`src/sv/taem_pkg.sv`:
```
package taem_pkg;

    localparam int NUM_Q       = 7;
    localparam int THR_Q       = 5;
    localparam int QUEUE_DEPTH = 2;
    localparam int CFG_IDX_W   = 3;
    localparam int CFG_DATA_W  = 64;
    localparam int CODE_W      = 6;
    localparam int KIND_W      = 3;
    localparam int PORT_W      = 2;
    localparam int OPT_W       = 2;
    localparam int WORD_W      = 16;

    localparam logic [CFG_IDX_W-1:0] REG_PORT_TAG       = 3'd0;
    localparam logic [CFG_IDX_W-1:0] REG_MODULE_OPTIONS = 3'd1;
    localparam logic [CFG_IDX_W-1:0] REG_TEMP_LIMITS    = 3'd2;
    localparam logic [CFG_IDX_W-1:0] REG_VCC_LIMITS     = 3'd3;
    localparam logic [CFG_IDX_W-1:0] REG_BIAS_LIMITS    = 3'd4;
    localparam logic [CFG_IDX_W-1:0] REG_TXPOWER_LIMITS = 3'd5;
    localparam logic [CFG_IDX_W-1:0] REG_RXPOWER_LIMITS = 3'd6;

    localparam logic [KIND_W-1:0] KIND_HI_ALARM = 3'd0;
    localparam logic [KIND_W-1:0] KIND_HI_WARN  = 3'd1;
    localparam logic [KIND_W-1:0] KIND_LO_ALARM = 3'd2;
    localparam logic [KIND_W-1:0] KIND_LO_WARN  = 3'd3;
    localparam logic [KIND_W-1:0] KIND_OK       = 3'd4;

    localparam int OPT_FLAGS = 0;
    localparam int OPT_DWDM  = 1;

    localparam logic [WORD_W-1:0] LASER_TEC_MASK = 16'h003C;

    typedef struct packed {
        logic signed [15:0] temperature;
        logic [15:0]        supply_voltage;
        logic [15:0]        laser_bias;
        logic [15:0]        tx_power;
        logic [15:0]        rx_power;
        logic [15:0]        alarm_bits;
        logic [15:0]        warning_bits;
    } t_in;

    typedef struct packed {
        logic [PORT_W-1:0] port;
        logic [CODE_W-1:0] event_code;
        logic              last;
    } t_out;

    typedef struct packed {
        logic [NUM_Q-1:0] en;
        logic [NUM_Q-1:0] hi_a;
        logic [NUM_Q-1:0] hi_w;
        logic [NUM_Q-1:0] lo_a;
        logic [NUM_Q-1:0] lo_w;
    } t_cls;

    typedef struct packed {
        logic [OPT_W-1:0]                  options;
        logic [THR_Q-1:0][CFG_DATA_W-1:0]  limits;
    } t_cfg;

endpackage

```
`src/sv/taem_queue.sv`:
```
module taem_queue #(
    parameter int DEPTH = taem_pkg::QUEUE_DEPTH
) (
    input  logic            i_clk,
    input  logic            i_rst_n,
    input  logic            i_push,
    input  taem_pkg::t_cls  i_data,
    output logic            o_full,
    input  logic            i_pop,
    output taem_pkg::t_cls  o_data,
    output logic            o_avail
);

    localparam int PW = (DEPTH > 1) ? $clog2(DEPTH) : 1;
    localparam int CW = $clog2(DEPTH + 1);

    taem_pkg::t_cls r_mem [DEPTH];
    logic [PW-1:0]  r_wr_ptr, n_wr_ptr;
    logic [PW-1:0]  r_rd_ptr, n_rd_ptr;
    logic [CW-1:0]  r_count, n_count;

    assign o_full  = (r_count == CW'(DEPTH));
    assign o_avail = (r_count != '0);
    assign o_data  = r_mem[r_rd_ptr];

    always_comb begin
        n_wr_ptr = r_wr_ptr;
        n_rd_ptr = r_rd_ptr;
        n_count  = r_count;
        if (i_push) begin
            n_wr_ptr = (r_wr_ptr == PW'(DEPTH - 1)) ? '0 : r_wr_ptr + PW'(1);
        end
        if (i_pop) begin
            n_rd_ptr = (r_rd_ptr == PW'(DEPTH - 1)) ? '0 : r_rd_ptr + PW'(1);
        end
        if (i_push && !i_pop) begin
            n_count = r_count + CW'(1);
        end else if (!i_push && i_pop) begin
            n_count = r_count - CW'(1);
        end
    end

    always_ff @(posedge i_clk) begin
        if (!i_rst_n) begin
            r_wr_ptr <= '0;
            r_rd_ptr <= '0;
            r_count  <= '0;
        end else begin
            r_wr_ptr <= n_wr_ptr;
            r_rd_ptr <= n_rd_ptr;
            r_count  <= n_count;
        end
    end

    always_ff @(posedge i_clk) begin
        if (i_push) begin
            r_mem[r_wr_ptr] <= i_data;
        end
    end

endmodule

```
`src/sv/taem_front.sv`:
```
module taem_front (
    input  logic            i_clk,
    input  logic            i_rst_n,
    input  logic            i_valid,
    output logic            o_ready,
    input  taem_pkg::t_in   i_item,
    input  taem_pkg::t_cfg  i_cfg,
    input  logic            i_full,
    output logic            o_push,
    output taem_pkg::t_cls  o_cls
);

    logic [taem_pkg::WORD_W-1:0] r_prior_a, n_prior_a;
    logic [taem_pkg::WORD_W-1:0] r_prior_w, n_prior_w;
    logic [taem_pkg::WORD_W-1:0] fa, fw;
    logic [taem_pkg::THR_Q-1:0][15:0] rd;
    logic [15:0] ha, la, hw, lw;
    logic        flag_mode, dwdm, accept;

    assign o_ready   = !i_full;
    assign accept    = i_valid && !i_full;
    assign o_push    = accept;
    assign flag_mode = i_cfg.options[taem_pkg::OPT_FLAGS];
    assign dwdm      = i_cfg.options[taem_pkg::OPT_DWDM];
    assign fa        = i_item.alarm_bits & r_prior_a;
    assign fw        = i_item.warning_bits & r_prior_w;

    always_comb begin
        rd[0] = i_item.temperature;
        rd[1] = i_item.supply_voltage;
        rd[2] = i_item.laser_bias;
        rd[3] = i_item.tx_power;
        rd[4] = i_item.rx_power;
        o_cls = '0;
        ha = '0;
        la = '0;
        hw = '0;
        lw = '0;
        if (flag_mode) begin
            for (int q = 0; q < taem_pkg::NUM_Q; q++) begin
                o_cls.en[q]   = (q < taem_pkg::THR_Q) || dwdm;
                o_cls.hi_a[q] = fa[15 - 2 * q];
                o_cls.hi_w[q] = fw[15 - 2 * q];
                o_cls.lo_a[q] = fa[14 - 2 * q];
                o_cls.lo_w[q] = fw[14 - 2 * q];
            end
        end else begin
            for (int q = 0; q < taem_pkg::THR_Q; q++) begin
                ha = i_cfg.limits[q][63:48];
                la = i_cfg.limits[q][47:32];
                hw = i_cfg.limits[q][31:16];
                lw = i_cfg.limits[q][15:0];
                o_cls.en[q] = 1'b1;
                if (q == 0) begin
                    o_cls.hi_a[q] = $signed(rd[q]) > $signed(ha);
                    o_cls.hi_w[q] = $signed(rd[q]) > $signed(hw);
                    o_cls.lo_a[q] = $signed(rd[q]) < $signed(la);
                    o_cls.lo_w[q] = $signed(rd[q]) < $signed(lw);
                end else begin
                    o_cls.hi_a[q] = rd[q] > ha;
                    o_cls.hi_w[q] = rd[q] > hw;
                    o_cls.lo_a[q] = rd[q] < la;
                    o_cls.lo_w[q] = rd[q] < lw;
                end
            end
        end
    end

    always_comb begin
        n_prior_a = r_prior_a;
        n_prior_w = r_prior_w;
        if (accept && flag_mode) begin
            if (dwdm) begin
                n_prior_a = i_item.alarm_bits;
                n_prior_w = i_item.warning_bits;
            end else begin
                n_prior_a = i_item.alarm_bits & ~taem_pkg::LASER_TEC_MASK;
                n_prior_w = i_item.warning_bits & ~taem_pkg::LASER_TEC_MASK;
            end
        end
    end

    always_ff @(posedge i_clk) begin
        if (!i_rst_n) begin
            r_prior_a <= '0;
            r_prior_w <= '0;
        end else begin
            r_prior_a <= n_prior_a;
            r_prior_w <= n_prior_w;
        end
    end

endmodule

```
`src/sv/taem_back.sv`:
```
module taem_back (
    input  logic                         i_clk,
    input  logic                         i_rst_n,
    input  logic                         i_avail,
    input  taem_pkg::t_cls               i_cls,
    output logic                         o_pop,
    input  logic [taem_pkg::PORT_W-1:0]  i_port_tag,
    output logic                         o_valid,
    input  logic                         i_ready,
    output taem_pkg::t_out               o_item
);

    localparam int NQ = taem_pkg::NUM_Q;
    localparam int SW = $clog2(NQ);

    logic [NQ-1:0] r_la_hi, n_la_hi, r_la_lo, n_la_lo;
    logic [NQ-1:0] r_lw_hi, n_lw_hi, r_lw_lo, n_lw_lo;
    logic [NQ-1:0] r_pend, n_pend, ev;
    logic [NQ-1:0][taem_pkg::CODE_W-1:0] r_code, n_code;
    logic [taem_pkg::KIND_W-1:0] kind;
    logic [NQ-1:0] low, rest;
    logic [SW-1:0] sel;
    logic          send;
    logic          r_out_valid;
    taem_pkg::t_out r_out;

    assign o_pop   = i_avail && (r_pend == '0);
    assign send    = (r_pend != '0) && (!r_out_valid || i_ready);
    assign low     = r_pend & (~r_pend + NQ'(1));
    assign rest    = r_pend & ~low;
    assign o_valid = r_out_valid;
    assign o_item  = r_out;

    always_comb begin
        sel = '0;
        for (int q = NQ - 1; q >= 0; q--) begin
            if (r_pend[q]) begin
                sel = SW'(q);
            end
        end
    end

    always_comb begin
        n_la_hi = r_la_hi;
        n_la_lo = r_la_lo;
        n_lw_hi = r_lw_hi;
        n_lw_lo = r_lw_lo;
        ev      = '0;
        kind    = taem_pkg::KIND_OK;
        n_code  = r_code;
        for (int q = 0; q < NQ; q++) begin
            kind = taem_pkg::KIND_OK;
            if (i_cls.en[q]) begin
                if (i_cls.hi_a[q]) begin
                    ev[q] = !r_la_hi[q];
                    kind = taem_pkg::KIND_HI_ALARM;
                    n_la_hi[q] = 1'b1;
                end else if (i_cls.hi_w[q]) begin
                    ev[q] = !r_lw_hi[q];
                    kind = taem_pkg::KIND_HI_WARN;
                    n_lw_hi[q] = 1'b1;
                end else if (i_cls.lo_a[q]) begin
                    ev[q] = !r_la_lo[q];
                    kind = taem_pkg::KIND_LO_ALARM;
                    n_la_lo[q] = 1'b1;
                end else if (i_cls.lo_w[q]) begin
                    ev[q] = !r_lw_lo[q];
                    kind = taem_pkg::KIND_LO_WARN;
                    n_lw_lo[q] = 1'b1;
                end else begin
                    ev[q] = r_la_hi[q] | r_la_lo[q] | r_lw_hi[q] | r_lw_lo[q];
                    kind = taem_pkg::KIND_OK;
                    n_la_hi[q] = 1'b0;
                    n_la_lo[q] = 1'b0;
                    n_lw_hi[q] = 1'b0;
                    n_lw_lo[q] = 1'b0;
                end
            end
            n_code[q] = taem_pkg::CODE_W'(q * 5) + taem_pkg::CODE_W'(kind);
        end
    end

    always_comb begin
        n_pend = r_pend;
        if (o_pop) begin
            n_pend = ev;
        end else if (send) begin
            n_pend = rest;
        end
    end

    always_ff @(posedge i_clk) begin
        if (!i_rst_n) begin
            r_la_hi     <= '0;
            r_la_lo     <= '0;
            r_lw_hi     <= '0;
            r_lw_lo     <= '0;
            r_pend      <= '0;
            r_out_valid <= 1'b0;
        end else begin
            r_pend <= n_pend;
            if (o_pop) begin
                r_la_hi <= n_la_hi;
                r_la_lo <= n_la_lo;
                r_lw_hi <= n_lw_hi;
                r_lw_lo <= n_lw_lo;
            end
            if (send) begin
                r_out_valid <= 1'b1;
            end else if (i_ready) begin
                r_out_valid <= 1'b0;
            end
        end
    end

    always_ff @(posedge i_clk) begin
        if (o_pop) begin
            r_code <= n_code;
        end
        if (send) begin
            r_out.port       <= i_port_tag;
            r_out.event_code <= r_code[sel];
            r_out.last       <= (rest == '0);
        end
    end

endmodule

```
`src/sv/transceiver_alarm_event_monitor.sv`:
```
// channel   | valid       | ready       | payload
// ----------+-------------+-------------+-------------------------------
// input     | i_valid     | o_ready     | i_item  (taem_pkg::t_in)
// result    | o_valid     | i_ready     | o_item  (taem_pkg::t_out)
// config    | i_cfg_valid | o_cfg_ready | i_cfg_index, i_cfg_data
//
// A snapshot is classified in its accept cycle and queued. The event stage
// pops it once every event of the previous snapshot is sent, then sends its
// events one per cycle while the receiver is ready: N = 0..7 events per
// snapshot, each pop followed by one output beat per event.
// A stalled receiver holds the event register; the queue then fills and
// o_ready drops. Reset is synchronous and active low; config is always ready.
module transceiver_alarm_event_monitor #(
    parameter int QUEUE_DEPTH = taem_pkg::QUEUE_DEPTH
) (
    input  logic                            i_clk,
    input  logic                            i_rst_n,
    input  logic                            i_valid,
    output logic                            o_ready,
    input  taem_pkg::t_in                   i_item,
    output logic                            o_valid,
    input  logic                            i_ready,
    output taem_pkg::t_out                  o_item,
    input  logic                            i_cfg_valid,
    output logic                            o_cfg_ready,
    input  logic [taem_pkg::CFG_IDX_W-1:0]  i_cfg_index,
    input  logic [taem_pkg::CFG_DATA_W-1:0] i_cfg_data
);

    logic [taem_pkg::PORT_W-1:0] r_port_tag;
    taem_pkg::t_cfg              r_cfg;
    taem_pkg::t_cls              push_cls, pop_cls;
    logic                        push, pop, full, avail;

    assign o_cfg_ready = 1'b1;

    always_ff @(posedge i_clk) begin
        if (!i_rst_n) begin
            r_port_tag <= '0;
            r_cfg      <= '0;
        end else if (i_cfg_valid) begin
            case (i_cfg_index)
                taem_pkg::REG_PORT_TAG: begin
                    r_port_tag <= i_cfg_data[taem_pkg::PORT_W-1:0];
                end
                taem_pkg::REG_MODULE_OPTIONS: begin
                    r_cfg.options <= i_cfg_data[taem_pkg::OPT_W-1:0];
                end
                taem_pkg::REG_TEMP_LIMITS:    r_cfg.limits[0] <= i_cfg_data;
                taem_pkg::REG_VCC_LIMITS:     r_cfg.limits[1] <= i_cfg_data;
                taem_pkg::REG_BIAS_LIMITS:    r_cfg.limits[2] <= i_cfg_data;
                taem_pkg::REG_TXPOWER_LIMITS: r_cfg.limits[3] <= i_cfg_data;
                taem_pkg::REG_RXPOWER_LIMITS: r_cfg.limits[4] <= i_cfg_data;
                default: begin
                end
            endcase
        end
    end

    taem_front u_front (
        .i_clk   (i_clk),
        .i_rst_n (i_rst_n),
        .i_valid (i_valid),
        .o_ready (o_ready),
        .i_item  (i_item),
        .i_cfg   (r_cfg),
        .i_full  (full),
        .o_push  (push),
        .o_cls   (push_cls)
    );

    taem_queue #(
        .DEPTH (QUEUE_DEPTH)
    ) u_queue (
        .i_clk   (i_clk),
        .i_rst_n (i_rst_n),
        .i_push  (push),
        .i_data  (push_cls),
        .o_full  (full),
        .i_pop   (pop),
        .o_data  (pop_cls),
        .o_avail (avail)
    );

    taem_back u_back (
        .i_clk      (i_clk),
        .i_rst_n    (i_rst_n),
        .i_avail    (avail),
        .i_cls      (pop_cls),
        .o_pop      (pop),
        .i_port_tag (r_port_tag),
        .o_valid    (o_valid),
        .i_ready    (i_ready),
        .o_item     (o_item)
    );

endmodule
```
`config.mk`:
```
export PLATFORM = sky130hd
export DESIGN_NAME = transceiver_alarm_event_monitor
export DESIGN_NICKNAME = d
export VERILOG_FILES = /design/src/sv/taem_pkg.sv /design/src/sv/taem_queue.sv /design/src/sv/taem_front.sv /design/src/sv/taem_back.sv /design/src/sv/transceiver_alarm_event_monitor.sv
export SDC_FILE = /design/constraint.sdc
export NUM_CORES = 1
export LEC_CHECK = 0
export ABC_AREA = 1
export BUFFER_PORTS_ARGS = -buffer_cell sky130_fd_sc_hd__buf_2
export CORE_UTILIZATION = 50
export DETAILED_ROUTE_END_ITERATION = 7
export PLACE_DENSITY = 0.67
export SLEW_MARGIN = 20
export SYNTH_ARGS = -nofsm -noshare
export SYNTH_HDL_FRONTEND = slang
export SYNTH_SLANG_ARGS = --single-unit
```
`constraint.sdc`:
```
create_clock -name i_clk -period 2.5 [get_ports i_clk]
set_input_delay 0.125 -clock i_clk [delete_from_list [all_inputs] [get_ports i_clk]]
set_output_delay 0.125 -clock i_clk [all_outputs]
set_load 0.01 [all_outputs]
```
Word level (Yosys, flattened, before mapping)
Memories as Yosys holds them, arrays and structs flattened. A register that Yosys moved wholly into a read port is not among the register bits.
Cells that the tools add are included.
{ "word_totals": {"reg_bits": 444, "latch_bits": 0, "mem_bits_rw": 60, "mem_bits_ro": 0, "in_bits": 184, "mem_count": 1} }
{ "mem_list": {"columns": ["memory", "words", "word_bits", "rd", "rd_ports_with_merged_regs", "write_ports", "line_no", "rtl"], "rows": [
  ["u_queue.r_mem", 2, 30, 1, 1, 1, "taem_queue.sv:17", "taem_pkg::t_cls r_mem [DEPTH];"]
]} }
{ "classes": {"add_sub_neg": 11, "n_mul": 0, "div": 0, "order_cmp": 21, "n_eq_ne": 49, "shifts": 0, "mux": 150, "bitwise_logic": 49, "n_reduce_logical": 84} }
{ "op_table": {"columns": ["op", "count"], "rows": [
  ["$gt A16 B16 Y1", 10],
  ["$lt A16 B16 Y1", 10],
  ["$reduce_and A5 Y1", 28],
  ["$mux W3", 41],
  ["$mux W1", 92],
  ["$ne A2 B1 Y1 const B", 42],
  ["$and A16 B16 Y16", 2],
  ["$logic_not A1 Y1", 32],
  ["$not A1 Y1", 21],
  ["$or A1 B1 Y1", 21],
  ["$mux W5", 4],
  ["$add A5 B3 Y6 const A", 3],
  ["$bmux W6 S3", 1],
  ["$mux W6", 3],
  ["$and A7 B7 Y7", 2],
  ["$logic_not A7 Y1", 2],
  ["$mux W2", 7],
  ["$mux W7", 2],
  ["$not A7 Y7", 2],
  ["$reduce_and A2 Y1", 7],
  ["$add A4 B3 Y5 const A", 2],
  ["$eq A3 B3 Y1 const B", 3],
  ["$reduce_bool A2 Y1", 4],
  ["$add A7 B1 Y7 const B", 1],
  ["15 further kinds", 22]
]} }

Logic depth before layout (Yosys ltp)
Gate-level depths: netlist of run 1.
{ "logic_depth": {"word_depth": 9, "mapped_depth": 14, "depth_no_buf": 14} }

Modules after synthesis
From an unflattened synthesis of run 1, not the netlist that was laid out.
{ "unflattened": {"hier_cells": 4019, "hier_area_um2": 29254.3} }
{ "by_module_without_submodules": {"columns": ["module", "instances", "cells_each", "area_each_um2", "seq_area_each_um2"], "rows": [
  ["transceiver_alarm_event_monitor", 1, 1844, 12789.8, 6486.2],
  ["taem_front", 1, 1473, 9382.7, 560.5],
  ["taem_back", 1, 558, 4174.0, 1951.9],
  ["taem_queue", 1, 144, 2907.8, 2202.1]
]} }

Worst setup path before layout of run 1
No wires, ideal clock.
{ "synth_path": {"path_kind": "register to register", "startpoint": "reg u_queue.r_count[0]", "endpoint": "mem u_queue.r_mem[1][0] (netlist bit) (enable)", "setup_ns": 0.416, "arrival_time_ns": 1.971, "required_time_ns": 2.084, "path_slack_ns": 0.113, "stages_incl_launch_ff": 5, "period_less_slack_ns": 2.387, "cell_sequence": "dfxtp_1 -> inv_1 -> nand2_1 -> nand2_1 -> nor2_1"} }
{ "synth_between": {"elab_chain_len": 5} }
{ "synth_rtl": {"columns": ["item", "line_no", "rtl"], "rows": [
  ["start, declared", "taem_queue.sv:20", "logic [CW-1:0] r_count, n_count;"],
  ["start signal, assigned", "taem_queue.sv:51", "r_count <= n_count;"],
  ["$eq A2 B2 Y1", "taem_queue.sv:22", "assign o_full = (r_count == CW'(DEPTH));"],
  ["$logic_not A1 Y1", null, null],
  ["via o_ready", "transceiver_alarm_event_monitor.sv:19", "output logic o_ready,"],
  ["$logic_and A1 B1 Y1", "taem_front.sv:21", "assign accept = i_valid && !i_full;"],
  ["$mux W1", "taem_queue.sv:56", "if (i_push) begin"],
  ["$mux W1 (implied by the code)", "taem_queue.sv:57", "r_mem[r_wr_ptr] <= i_data;"],
  ["end, declared", "taem_queue.sv:17", null]
]} }
The timed path passes the listed nets, and every way through them passes these cells.

Worst setup path after layout of run 1
{ "layout_path": {"startpoint": "in i_cfg_index[1] (netlist bit)", "endpoint": "reg r_cfg[302] (netlist bit)"} }
{ "layout_between": {"elab_chain_len": 2} }
{ "layout_rtl": {"columns": ["item", "line_no", "rtl"], "rows": [
  ["start, declared", "transceiver_alarm_event_monitor.sv:26", "input logic [taem_pkg::CFG_IDX_W-1:0] i_cfg_index,"],
  ["$eq A3 B3 Y1", "transceiver_alarm_event_monitor.sv:42", "case (i_cfg_index)"],
  ["$reduce_and A2 Y1 (no source line)", null, null],
  ["end, declared", "transceiver_alarm_event_monitor.sv:31", "taem_pkg::t_cfg r_cfg;"]
]} }
Every way passes these cells.
A chain may end at the register's enable or synchronous reset.

==> summary.txt, run 1 <==
Power and ir drop
  • Peak supply drop: 489 µV
  • P per Cell Area: 797 mW/mm²
  • Pleak: 12.6 nW

Placement
  • Post-DP HPWL: 57.7 mm
  • RePlAce Congestion: 0.926
  • Port buffer count: 190

Die
  • Site Rows: 82
  • Die width: roughly 230 µm
  • Die area: 0.0526 mm²
  • Core Box Area: 0.0506 mm²
  • Initial Util: 51.1%
  • Die Span Y: 229 µm
  • # IOs: just under 200

Timing
  • Final setup fails: 0
  • Rel. slew slack: 52.9%
  • Worst slew pin tran: 0.704 ns
  • Hold Vio Cnt, Final: 0
  • Slew Viols, Final: 0
  • Highest Clock Rate: 0.462 GHz
  • Final TNS setup: 0 ns
  • Final period util: 86.6%
  • RSZ-0062 raised after global routing: false
  • Clk_skew: 0.0256 ns
  • Hold_ws: 0.0466 ns
  • Clock period minus final worst setup slack: 2.17 ns

Synth
  • Dominant synthesized flop cell: dfxtp_1
  • Yosys top cell by area: dfxtp_1
  • Top cell type's share of synthesized area: 30.4%
  • Synth cell types: 48
  • Post-synth EDFFs: between 90 and 100
  • Syn Area/Cell: 8.01 µm²
  • Register bit count reported by yosys: 492
  • Synth Cell Area: 0.0259 mm²
  • Post-synth top cells: a21oi_1 (534), inv_1 (492), o21ai_0 (436)
  • Synth Warn #: 0
  • Synth async-reset ratio: 0%
  • Top-count cell post-synth: a21oi_1
  • Sequential area share after synthesis: 41.9%
  • Cells after Synth: ~3200
  • Synth area leaders: dfxtp_1 (30%), ha_1 (15%), edfxtp_1 (11%), a21oi_1 (10%), o21ai_0 (8.4%)

Drt
  • DRC: 0
  • Routed len/inst: 19.2 µm
  • Post-DRT Antenna Nets: 0
  • Drt initial violations: 1819
  • Pre-antenna DRT Iters: 7
  • DRT Wirelength: 80.6 mm
  • Via count: 23100
  • Vias/cell: 5.52

Worst setup path
  • Critical Path RT: 2.98 ns
  • Worst setup path class: input port to flop
  • R2R Setup Slk: 0.36 ns
  • Critical path startpoint: i_cfg_index[1]
  • R2R Path Start: r_cfg[31]
  • CP startpoint kind: input port
  • Worst-case reg-to-reg path depth: 9
  • R2R Path End: u_queue.r_mem[0][14]
  • Crit path DAT: approximately 2.6 ns
  • CP endpoint kind: flop
  • Critical Path End: r_cfg[302]
  • Worst-path fanout max: 98

CTS
  • CTS Buf Count: 54
  • H-Tree Depth: 2
  • Clock Latency Late Sink: 0.61 ns
  • CTS sink count: roughly 490
  • Hold_buf cts: 93
  • Clock Path Buffers: 3
  • Clock transition at the registers of the reported paths: approximately 0.060 ns
  • Postcts setup bufs: 0
  • CTS tree: built
  • Post-cts resize count: 0
  • Clock root buffer: clkbuf_16

GRT
  • Global-route wire length before repair: ~120 mm
  • GRT overflow: 0
  • Vias in the first global route: 22100
  • Global Route Usage Sum: 30.2%
  • Largest net degree at the start of global routing: ~100
  • Initial antenna violation count: 12

Final layout
  • Filler Cell Count: 4417
  • Register area: 0.0108 mm²
  • Syn-to-layout area delta: 16.7%
  • Nets: between 3000 and 4000
  • Share of cells above drive strength 1: between 10% and 20%
  • Multi-input logic area: between 0.01 and 0.015 mm²

Worst hold path
  • Worst hold path type: input port to flop

Flow run
  • Max-Cap Viols: 0

Status
  • Outcome: completed
[worst max-delay path, stage by stage]
cell           delay, ns
dlygate4sd3_1       0.58
buf_2               0.15
inv_1               0.06
nor2_1              0.08
inv_1               0.05
nor2_1              0.53
inv_2               0.37
buf_12              0.32
o21ai_0             0.26
a21oi_1             0.07
[layout by cell type, fill, tap and decap left out, drive strengths merged, types with 5 or more instances in the layout]
cell,count
a21oi,537
inv,502
o21ai,462
dfxtp,393
nand2,374
ha,318
nor2,225
buf,220
edfxtp,99
dlygate4sd3,93
nand3,84
clkbuf,73
nand4,27
o21a,22
clkinv,21
nor3,17
diode,8
nor4,7
bufinv,6
o211ai,5
[power breakdown]
group	total, mW	switching [mW]	internal, mW
registers	9.53	0.334	9.19
logic	6.22	4.18	2.04
clock network	8.30	3.32	4.98
total	24.0	7.83	16.2
[stage by stage]
| stage | instance area, µm² | power, mW | cells | util (%) | setup slack, ns |
|---|---|---|---|---|---|
| global route | 30200 | 25.3 | 4192 | 59.7 | 0.208 |
| detailed placement | 27400 | 15.7 | 3993 | 54.1 | 0.358 |
| finish | 30200 | 24.0 | 4193 | 59.7 | 0.334 |
| global placement | 27400 | 15.5 | 3993 | 54.1 | 0.396 |
| floorplan | 25900 | 13.9 | 3228 | - | 0.113 |
| CTS | 30200 | 24.1 | 4185 | 59.6 | 0.355 |
[worst min path at each step]
stage	start	endpoint	slack, ns	cells after the start
after floorplan	i_cfg_data[0]	r_cfg[0]	0.26	2
after global placement	i_item[8]	u_front.r_prior_w[8]	0.37	3
after detailed placement	i_item[23]	u_front.r_prior_a[7]	0.37	3
after CTS	i_cfg_data[43]	r_cfg[299]	0.0002	3
after global routing	i_cfg_data[27]	r_cfg[91]	0.05	3
final	i_cfg_data[43]	r_cfg[299]	0.05	3
[layout make-up]
class | instances | share of cell area (%)
Tap cell | 672 | 2.79
Clock inverter | 27 | 0.983
Clock buffer | 72 | 5.17
Multi-Input combinational cell | 2104 | 41.5
Sequential cell | 492 | 35.9
Inverter | 504 | 6.28
Timing Repair Buffer | 314 | 7.28
Antenna cell | 8 | 0.0663
[per-layer routing]
metal,wire length (µm),global-route usage [%]
met4,5420,19.5
met5,0,0
met2,37000,50.1
met3,5750,4.08
met1,32500,36.9
[kinds of logic after synthesis]
group | count (synthesis) | synth area share [%]
AO/OA/AOI/OAI | 1039 | 20.8
AND/OR/NAND/NOR | 741 | 12.1
buffers and inverters | 632 | 9.66
flip-flops | 492 | 41.9
adder cells (fa/ha/maj) | 318 | 15.4
other | 2 | 0.0290
XOR/XNOR | 2 | 0.0678
multiplexers | 1 | 0.0580
[sequential cells by signal, summed over array words and instances (netlist names), named ones only]
| signal | count |
|---|---|
| r_cfg | 322 |
| u_queue.r_mem | 58 |
| u_back.r_code | 32 |
| u_front.r_prior_a | 14 |
| u_front.r_prior_w | 14 |
| u_back.o_item | 9 |
| u_back.r_la_hi | 7 |
| u_back.r_la_lo | 7 |
| u_back.r_lw_hi | 7 |
| u_back.r_lw_lo | 7 |
| u_back.r_pend | 7 |
| r_port_tag | 2 |
| u_queue.r_count | 2 |
| u_back.o_valid | 1 |
| u_queue.r_rd_ptr | 1 |
| u_queue.r_wr_ptr | 1 |
(Power assumes the default switching activity.)
==> inputs of run 2 (changes only) <==
ABC_AREA = default   (was 1)
CORE_UTILIZATION = 41   (was 50)
PLACE_DENSITY = 0.57   (was 0.67)
SYNTH_HIERARCHICAL = 1   (was default)
==> run 2 against run 1 <==
- combinational power is 18% lower
- critical path depth down 2
- clock skew rose by 0.0020 ns
- sequential power grew 0.8%
- non-clock buffer count decreased by 47
- register-to-register slack got worse by 0.27 ns
- clock power rose by 0.8%
- routed wire length rose by 8.9%
- fmax decreased by 10%
- final area rose by 5.1%
- critical path type is now flop to flop
- critical endpoint is now u_queue/r_mem[0][0]
==> summary.txt, run 2 <==
Power and ir drop
  • P per Cell Area: 729 mW/mm² (-8.5%)
  • Peak supply drop: 540 µV (+10%)
  • Pleak: 13.6 nW (+8.2%)
  • Tot Pwr: 23.1 mW (-3.9%)

Worst hold path
  • WHS Path Cells: 3 (unchanged)
  • Worst hold path type: input port to flop
  • Hold Startpoint: i_cfg_valid
  • Endpoint, Worst Hold: r_cfg[320]

Synth
  • Syn Area/Cell: 9.54 µm² (+19%)
  • Synth area leaders: dfxtp_1 (28%), ha_1 (14%), mux2i_1 (12%), edfxtp_1 (12%), nand2_1 (6.5%)
  • Top cell type's share of synthesized area: 28.3% (-2.1 points)
  • Cells after Synth: 2911 (-9.8%)
  • Post-synth top cells: nand2_1 (479), dfxtp_1 (393), inv_1 (340)
  • Synth async-reset ratio: 0% (unchanged)
  • Dominant synthesized flop cell: dfxtp_1
  • Register bit count reported by yosys: 504 (+2.4%)
  • Synth cell types: 79 (+65%)
  • Top-count cell post-synth: nand2_1
  • Synth Cell Area: 0.0278 mm² (+7.4%)
  • Post-synth EDFFs: 111 (+12%)
  • Synth Warn #: 6 (+6)
  • Yosys top cell by area: dfxtp_1
  • Sequential area share after synthesis: 40.3% (-1.6 points)

Worst setup path
  • CP startpoint kind: flop
  • R2R Path Start: r_cfg[2]
  • Critical path startpoint: r_cfg[2]
  • R2R Path End: u_queue/r_mem[0][0]
  • Worst setup path class: flop to flop
  • Worst-path fanout max: 2 (-98%)
  • Crit path DAT: 2.75 ns (+0.11 ns)
  • Critical Path RT: 2.85 ns (-0.13 ns)
  • CP endpoint kind: flop
  • Worst-case reg-to-reg path depth: 8 (-1)
  • R2R Setup Slk: 0.09 ns (-0.27 ns)

Placement
  • DP Worst Slack: 0.0846 ns (-0.273 ns)
  • DP Cell Count: 3889 (-2.6%)
  • RePlAce Congestion: 0.903 (-2.5%)
  • Port buffer count: 190 (unchanged)
  • Post-DP HPWL: 63.4 mm (+9.9%)
  • Dpl cell area: 0.0295 mm² (+7.8%)

Final layout
  • Max reg flops: 322 (unchanged)
  • Largest Register: r_cfg
  • Most common cell after layout, fill and taps aside: nand2_1
  • Final non-filler cell area: 0.0317 mm² (+5.1%)
  • Share of cells above drive strength 1: 12.7% (+2.2 points)
  • Final std cells w/o fill: 4025 (-4.0%)
  • Commonest non-fill, non-tap cells in the layout: nand2_1 (479), dfxtp_1 (392), inv_1 (340)
  • Top Registers: r_cfg x322, u_queue/r_mem x70, u_back/r_code x32
  • Nets: 3607 (-9.2%)
  • Diodes inserted: 0 (-8)
  • Syn-to-layout area delta: 14.2%

GRT
  • Global Route Usage Sum: 25.2% (-5.0 points)
  • Vias in the first global route: 21600 (-2.3%)
  • Initial antenna violation count: 1 (-11)
  • GRT overflow: 0 (unchanged)
  • Global-route wire length before repair: 131 mm (+7.6%)
  • Largest net degree at the start of global routing: 71 (-28%)

Drt
  • Routed len/inst: 21.8 µm (+13%)
  • DRT Wirelength: 87.8 mm (+8.9%)
  • Post-DRT Antenna Nets: 0 (unchanged)
  • Vias/cell: 5.39 (-2.4%)
  • DRC: 0 (unchanged)
  • Via count: 21700 (-6.3%)
  • Drt initial violations: 1267 (-30%)
  • Pre-antenna DRT Iters: 5 (-2)

CTS
  • CTS tree: built
  • CTS sink count: 504 (+2.4%)
  • Clock root buffer: clkbuf_16
  • CTS Buf Count: 55 (+1.9%)
  • Clock Latency Late Sink: 0.62 ns (about the same)
  • H-Tree Depth: 2 (unchanged)
  • Postcts setup bufs: 0 (unchanged)
  • Clock Path Buffers: 3 (unchanged)
  • Clock transition at the registers of the reported paths: 0.06 ns (about the same)

Timing
  • Worst setup margin: 0.0941 ns (-0.240 ns)
  • Clk_skew: 0.0276 ns (+0.00200 ns)
  • Final setup fails: 0 (unchanged)
  • Clock period minus final worst setup slack: 2.41 ns (+0.240 ns)
  • Highest Clock Rate: 0.416 GHz (-10%)
  • RSZ-0062 raised after global routing: false
  • Worst slew pin tran: 0.879 ns (+0.175 ns)
  • Slew Viols, Final: 0 (unchanged)
  • Final TNS setup: 0 ns (unchanged)
  • Final period util: 96.2% (+9.6 points)
  • Hold Vio Cnt, Final: 0 (unchanged)
  • Rel. slew slack: 41.3% (-12 points)

Die
  • Initial Util: 41.4% (-9.7 points)
  • Die width: 262 µm (+14%)
  • Core Box Area: 0.0670 mm² (+33%)
  • Die area: 0.0688 mm² (+31%)
  • # IOs: 196 (unchanged)
  • Site Rows: 95 (+16%)
  • Die Span Y: 262 µm (+14%)

Status
  • Outcome: completed

Flow run
  • Max-Cap Viols: 0 (unchanged)
## run 2: changes by cell type after synthesis, sizes merged, moves of 20 or more
cell    previous run  this run
inv              500       341
nand3             84        35
mux2i              0       337
a21boi             0        29
nand2            374       479
and3               0        20
mux2               1        35
a21o               0        75
o21ai            462        82
nor2             225        49
a21oi            537       100
nand4             27        47
nor2b              1        47
## run 2: what timing repair did
item / in CTS / in global routing
resized for setup: 0 / 3
hold buffers: 32 / 0
hold endpoints to repair: 60 / 0
endpoints found under the setup margin: 0 / 4
## run 2: power breakdown
group,internal (mW),total [mW],switching [mW]
logic,1.96,5.13,3.16
clock network,4.82,8.37,3.56
registers,9.27,9.61,0.342
total,16.1,23.1,7.06
## run 2: final cells by class
cell class                      count  area, µm²
Multi-Input combinational cell   1936      14500
Clock buffer                       72       1600
Tap cell                          873       1090
Sequential cell                   504      11200
Timing Repair Buffer              267       1760
Fill cell                        6383      35300
Inverter                          341       1280
Clock inverter                     32        267
## run 2: layer usage
metal	GRT usage, %	part of all wire, %
met3	3.30	4.3
met4	10.7	4.3
met2	42.2	47
met1	32.6	45
met5	0	0.016
## run 2: per-stage QoR
step / hold WS [ns] / utilization (%)
floorplan: 0.243 / -
global placement: 0.391 / 44.0
detailed placement: 0.398 / 44.0
CTS: 0.0681 / 47.3
global route: 0.101 / 47.3
finish: 0.116 / 47.3
## run 2: critical path, stage by stage (launching register included)
cell and delay, ns:
dfxtp_1 0.33, inv_1 0.05, ha_1 0.28, a211o_1 0.29
a31oi_1 0.15, o211ai_1 0.17, a31oi_1 0.29, mux2i_2 0.44
nand2_1 0.12
## run 2: cell families after synthesis
family	count (synthesis)	synth area share (%)
AO/OA/AOI/OAI	446	10.7
XOR/XNOR	4	0.126
adder cells (fa/ha/maj)	319	14.4
buffers and inverters	475	7.60
flip-flops	504	40.3
multiplexers	372	13.6
other	4	0.0541
AND/OR/NAND/NOR	787	13.3
## run 2: worst max-delay path by stage
stage	end	slack [ns]	depth (start not counted)
after floorplan	u_queue/r_count[1]	0.02	10
after global placement	u_queue/r_mem[0][0]	0.08	8
after detailed placement	u_queue/r_mem[0][0]	0.08	8
after CTS	u_queue/r_mem[0][0]	0.05	8
after global routing	u_queue/r_mem[0][24]	0.02	8
final	u_queue/r_mem[0][0]	0.09	8
